$ cat src/hdl/lmqm_pkg.sv
// Package with command codes, queue kinds and shared types of the queue manager.
package lmqm_pkg;
   localparam logic [2:0] FUNC_APPEND      = 3'd0;
   localparam logic [2:0] FUNC_POP         = 3'd1;
   localparam logic [2:0] FUNC_UNLINK      = 3'd2;
   localparam logic [2:0] FUNC_POP_FREE    = 3'd3;
   localparam logic [2:0] FUNC_UNLINK_FREE = 3'd4;

   localparam logic [2:0] KIND_FREE    = 3'd0;
   localparam logic [2:0] KIND_SLICE   = 3'd1;
   localparam logic [2:0] KIND_BUFBLK  = 3'd2;
   localparam logic [2:0] KIND_DMA     = 3'd3;
   localparam logic [2:0] KIND_ROWBLK  = 3'd4;
   localparam logic [2:0] KIND_NAND    = 3'd5;
   localparam logic [2:0] KIND_NONE    = 3'd6;

   typedef struct packed {
      logic [2:0] func;
      logic [2:0] queue_kind;
      logic [6:0] slot_id;
      logic [2:0] channel;
      logic [2:0] way;
   } req_type;

   typedef struct packed {
      logic [6:0] slot_out;
      logic       empty_fail;
      logic [7:0] queue_len;
      logic [7:0] free_len;
      logic [7:0] blocked_total;
      logic [7:0] nand_pending;
   } rsp_type;
endpackage

$ cat src/hdl/lmqm_front.sv
// Front end: accepts commands, classifies them and pushes them into a short queue.
module lmqm_front #(
   parameter int CHANNELS = 8,
   parameter int WAYS = 8,
   parameter int QW = 8
) (
   input  logic                clock,
   input  logic                reset,
   input  logic                in_valid,
   output logic                in_ready,
   input  lmqm_pkg::req_type   in_req,
   output logic                out_valid,
   input  logic                out_ready,
   output logic                out_ok,
   output logic [QW-1:0]       out_q,
   output logic [2:0]          out_func,
   output logic [6:0]          out_slot
);
   import lmqm_pkg::*;
   localparam int DIES = CHANNELS * WAYS;
   localparam int DEPTH = 2;
   localparam int ENTRY_W = 1 + QW + 3 + 7;

   logic [ENTRY_W-1:0] fifo_ff [DEPTH];
   logic [ENTRY_W-1:0] fifo_in [DEPTH];
   logic [1:0] count_ff, count_in;
   logic ok;
   logic [QW-1:0] q;
   logic push, pop;

   always_comb begin
      ok = 1'b0;
      q = '0;
      if (in_req.queue_kind < KIND_ROWBLK) begin
         ok = 1'b1;
         q = QW'(in_req.queue_kind);
      end else if ((in_req.queue_kind == KIND_ROWBLK || in_req.queue_kind == KIND_NAND)
                   && 32'(in_req.channel) < CHANNELS && 32'(in_req.way) < WAYS) begin
         ok = 1'b1;
         q = QW'(4 + ((in_req.queue_kind == KIND_NAND) ? DIES : 0)
                 + 32'(in_req.channel) * WAYS + 32'(in_req.way));
      end
   end

   assign in_ready = (count_ff != 2'(DEPTH));
   assign push = in_valid && in_ready;
   assign out_valid = (count_ff != 2'd0);
   assign pop = out_valid && out_ready;
   assign {out_ok, out_q, out_func, out_slot} = fifo_ff[0];

   always_comb begin
      fifo_in = fifo_ff;
      count_in = count_ff;
      if (pop) begin
         fifo_in[0] = fifo_ff[1];
         count_in = count_in - 2'd1;
      end
      if (push) begin
         fifo_in[count_in[0]] = {ok, q, in_req.func, in_req.slot_id};
         count_in = count_in + 2'd1;
      end
   end

   always_ff @(posedge clock) begin
      fifo_ff <= fifo_in;
      if (reset) begin
         count_ff <= 2'd0;
      end else begin
         count_ff <= count_in;
      end
   end
endmodule

$ cat config.mk
export PLATFORM = sky130hd
export DESIGN_NAME = lmqm_front
export DESIGN_NICKNAME = d
export VERILOG_FILES = /design/src/hdl/lmqm_pkg.sv /design/src/hdl/lmqm_front.sv
export SDC_FILE = /design/constraint.sdc
export NUM_CORES = 1
export LEC_CHECK = 0
export ABC_CLOCK_PERIOD_IN_PS = 2100
export BUFFER_PORTS_ARGS = -buffer_cell sky130_fd_sc_hd__buf_2
export CAP_MARGIN = 5
export CORE_UTILIZATION = 53
export CTS_CLUSTER_SIZE = 12
export DETAILED_ROUTE_END_ITERATION = 12
export GPL_TIMING_DRIVEN = 0
export PLACE_DENSITY = 0.75
export SYNTH_ARGS = -nofsm -noshare
export SYNTH_HDL_FRONTEND = slang
export SYNTH_SLANG_ARGS = --single-unit
export TNS_END_PERCENT = 100
$ cat constraint.sdc
create_clock -name clock -period 2.1 [get_ports clock]
set_input_delay 0.42 -clock clock [delete_from_list [all_inputs] [get_ports clock]]
set_output_delay 0.42 -clock clock [all_outputs]
set_load 0.02 [all_outputs]
Yosys cells after proc, flatten, opt, wreduce, memory -nomap -nowiden
Index checks and enable logic that the tools add are counted.
Widths: inputs -> output; s select.
Operators by class
  add/sub/neg operators: 5
  order comparisons: 3
  equality and inequality tests: 3
  mux-type cells: 12
  bitwise operators: 1
  reductions and logical operators: 5
Operator list (number)
  $bwmux 38: 1
  $mux 19: 2
  $mux 38: 1
  $demux 19 s1: 1
  $mux 8: 2
  $add 3x7->8 const A: 1
  $add 8x3->8: 1
  $add 8x6->8: 1
  $mux 7: 1
  $eq 3x3->1 const B: 2
  $mux 2: 2
  $logic_and 1x1->1: 3
  $lt 3x3->1 const B: 1
  $add 2x1->2 const B: 1
  $ge 2x2->1 const B: 1
  $lt 2x1->1 const B: 1
  $mux 1: 2
  $ne 2x2->1 const B: 1
  $not 1->2: 1
  $reduce_bool 2->1: 1
  $sub 2x1->2 const B: 1
  $logic_or 1x1->1: 1
Word-level totals
  register bits after elaboration: 40
  input port bits: 23
  output and inout port bits: 21
  word-level logic and storage cells: 32

Longest topological paths before layout
  depth after elaboration: 10
  gate-level depth with buffers: 8
  depth with buffers taken out: 6

Worst setup path after synthesis
No wires, ideal clock.
  path type: flip-flop to flip-flop
  start: register count_ff[0]
  end: register (tool-made name)
  library setup time: 377 ps
  arrival time: 1483 ps
  data required time: 1723 ps
  setup slack: 240 ps
  stages on the path, launching flop included: 6
  path buffers: 0
  clock period less this slack: 1860 ps
  path through: dfxtp_1 inv_2 ha_1 nor2b_4 xnor2_1 ha_1
RTL lines
  start: declaration: line lmqm_front.sv:26  | logic [1:0] count_ff, count_in;
  start signal: assignment: line lmqm_front.sv:69  | count_ff <= count_in;

==> impl_metrics.csv <==
group,metric,value,unit
power,switching_share,32.2,%
die,num_io_pins,44,
logic_synthesis,yosysUniqueCellTypes,27,
grt,grt_antenna_before_repair,0,
clocking,clkTransAtPathRegs,110,ps
timing,final.period_utilization,92.7,%
timing,fin_skew,9.40,ps
placement,portBuffers,43,
placement,placed_cells,230,
die,core,3390,um2
timing,worst_slack,153,ps
clocking,ctsHtreeMaxLevel,2,
clocking,post-cts-setup-buffers,0,
status,status,"finished clean",
placement,dp_slack,-90.8,ps
detailed_routing,drc,0,
clocking,cts_root_buf,"clkbuf_4",
power,seqPwrFrac,39.8,%
final_layout,final_core_util,65.5,%
timing,drv_slew,0,
die,rows,21,
logic_synthesis,synth_nets,168,
critical_path,worstSetupEndpoint,"out_slot[4]",
final_layout,final_common_cell,"buf_2",
logic_synthesis,yosys.area.top_type,"edfxtp_1",
logic_synthesis,synth_cells,141,
detailed_routing,first_iter_violations,43,
detailed_routing,wl_per_cell,11.9,um
critical_path,timing.rr.start,"count_ff[0]",
timing,worst_pin_slew,489,ps
final_layout,antenna_cells,0,
logic_synthesis,synth_flop_cell,"dfxtp_1",
critical_path,crit_fanout,10,
clocking,cts_buffer_depth,2,
power,leakage,0.997,nW
worst_hold_path,hold_path_class,"input pin to register",
critical_path,crit_start,"count_ff[0]",
final_layout,fill_cells,263,
final_layout,design_area,2220,um2
logic_synthesis,ys_seq_area_share,52.3,%
clocking,cts_buffers,5,
placement,hpwl,2190,um
run,max-cap-violations,0,
clocking,cts.sinks,40,
die,start_util,55.9,%
logic_synthesis,netlist_area,1900,um2
timing,hold_viol,0,
logic_synthesis,synth-seq-cells,40,
placement,dpl-instance-area,2170,um2
critical_path,worst_setup_path_start_kind,"register",
final_layout,drive_above_1_share,53.6,%
grt,first_global_vias,1034,
placement,place.gp.congestion,0.756,
grt,grt_remaining_overflow,0,
logic_synthesis,async_flop_share,0,%
clocking,holdBufCountCts,0,
grt,grt_pass1_wl,4330,um
detailed_routing,dr.pass1.iters,4,
power,p_per_area,1410,nW/um2
timing,min_period,1950,ps
critical_path,rr_worst_depth,8,
die,die_x,61.8,um
clocking,cts_tree,"done",
critical_path,timing.rr.end,"out_slot[4]",
timing,fmax,0.514,GHz
logic_synthesis,synth_edf_count,19,
logic_synthesis,synthTopCellsByArea,"edfxtp_1 30%, dfxtp_1 22%, mux2_2 11%, mux2_4 7.9%, buf_4 7.1%",
detailed_routing,viasPerCell,4.82,
critical_path,cp.required,2340,ps
die,fp.dieH,61.8,um
timing,setup_viol,0,
logic_synthesis,synth_top_cell_area_share,30.1,%
final_layout,nNetsFinal,218,
die,die-area,3820,um2
clocking,clock_latency,340,ps
logic_synthesis,ys_warn_count,0,
final_layout,syn_to_final_growth,17.2,%
critical_path,worstSetupPathType,"register to register",
power,power.share.clock,11.2,%
grt,track_usage,16.4,%
detailed_routing,vias,1148,
timing,rsz0062_at_grt,"false",
final_layout,final_cell_count_no_fill,238,
power,internal_power,2.12,mW
critical_path,crit_arrival,2180,ps
logic_synthesis,post_synth.cell_area_avg,13.4,um2
power,p_sw,1.00,mW
grt,grt_max_degree,20,
final_layout,layout_common_cells,"44 x buf_2, 21 x dfxtp_1, 19 x mux2_2, 19 x edfxtp_1, 18 x buf_4",
power,comb_power_share,49.0,%
critical_path,r2r_slack,150,ps
detailed_routing,wl,2830,um
power,vdd_drop_max,578,uV
timing,relSlewSlack,67.4,%
critical_path,endpoint_kind,"register",
detailed_routing,ant_nets,0,
## power groups by stage
stage,Combinational (mW),Clock [mW],Sequential (mW)
3_3_place_gp,1.50,0,1.25
4_1_cts,1.55,0.367,1.25
6_report,1.53,0.350,1.24
3_5_place_dp,1.54,0,1.27
2_1_floorplan,1.23,0,1.24
5_1_grt,1.66,0.397,1.28
## cell usage after synthesis (2+ instances only)
library cell and instances:
dfxtp_1 21, edfxtp_1 19, mux2_2 19, buf_4 18, mux2_4 10, mux2_1 9, nand2_1 6, inv_1 5
ha_1 4, nor2_1 4, xnor2_1 4, nor2b_1 3, o21ai_0 3, buf_6 2, nand3_1 2
## layout make-up
| type | count | area (um2) | area share [%] |
|---|---|---|---|
| sequential | 40 | 991 | 44.6 |
| multi-input combinational | 73 | 718 | 32.3 |
| timing repair buffer | 43 | 215 | 9.69 |
| buffer | 22 | 168 | 7.55 |
| tap | 46 | 57.6 | 2.59 |
| clock buffer | 7 | 45.0 | 2.03 |
| inverter | 6 | 22.5 | 1.01 |
| clock inverter | 1 | 3.75 | 0.169 |
## cells by family after synthesis
kind of cell | share of synthesized area (%)
AOI/OAI and AO/OA | 1.19
xor gates and xnor gates | 2.31
adders and majority gates | 2.64
buffers and inverters | 9.97
DFF | 52.3
muxes | 24.6
and+or+nand+nor | 7.06
## stage by stage
step / TNS [ps] / total power [mW] / hold slack, ps
final: 0 / 3.12 / 262
after CTS: 0 / 3.16 / 248
after global placement: -1380 / 2.75 / 565
after global routing: 0 / 3.33 / 244
after floorplan: 0 / 2.47 / 492
after detailed placement: -1710 / 2.81 / 574
## worst min path at each step
| stage | startpoint | end | slack (ps) | cells after the start |
|---|---|---|---|---|
| after floorplan | reset | count_ff[0] | 490 | 1 |
| after global placement | register | out_q[6] | 560 | 2 |
| after detailed placement | register | out_q[5] | 570 | 2 |
| after CTS | in_req[11] | register | 250 | 1 |
| after global routing | in_req[11] | register | 240 | 1 |
| final | reset | count_ff[0] | 260 | 2 |
## worst max-delay path, stage by stage, from the launching register on
cell and delay (ps):
dfxtp_1 390, inv_2 70, ha_1 230, nor2b_4 160, xnor2_1 160, nand3b_4 170
buf_6 150, buf_6 190, mux2_4 310
## per-layer routing
layer | routed length, um | vias to the layer above | GRT usage (%)
met5 | 0 | - | 0
met2 | 1440 | 29 | 29.2
met3 | 161 | 6 | 6.83
li1 | - | 580 | -
met4 | 44 | 0 | 5.71
met1 | 1190 | 533 | 17.5
## repair_timing
action | in CTS | in global routing
gates resized for setup | 1 | 1
endpoints found under the hold margin | 0 | 0
setup endpoints to repair | 19 | 8
pin swaps | 0 | 0
cloned | 0 | 0
No activity file was read; power rests on OpenSTA's default activity.
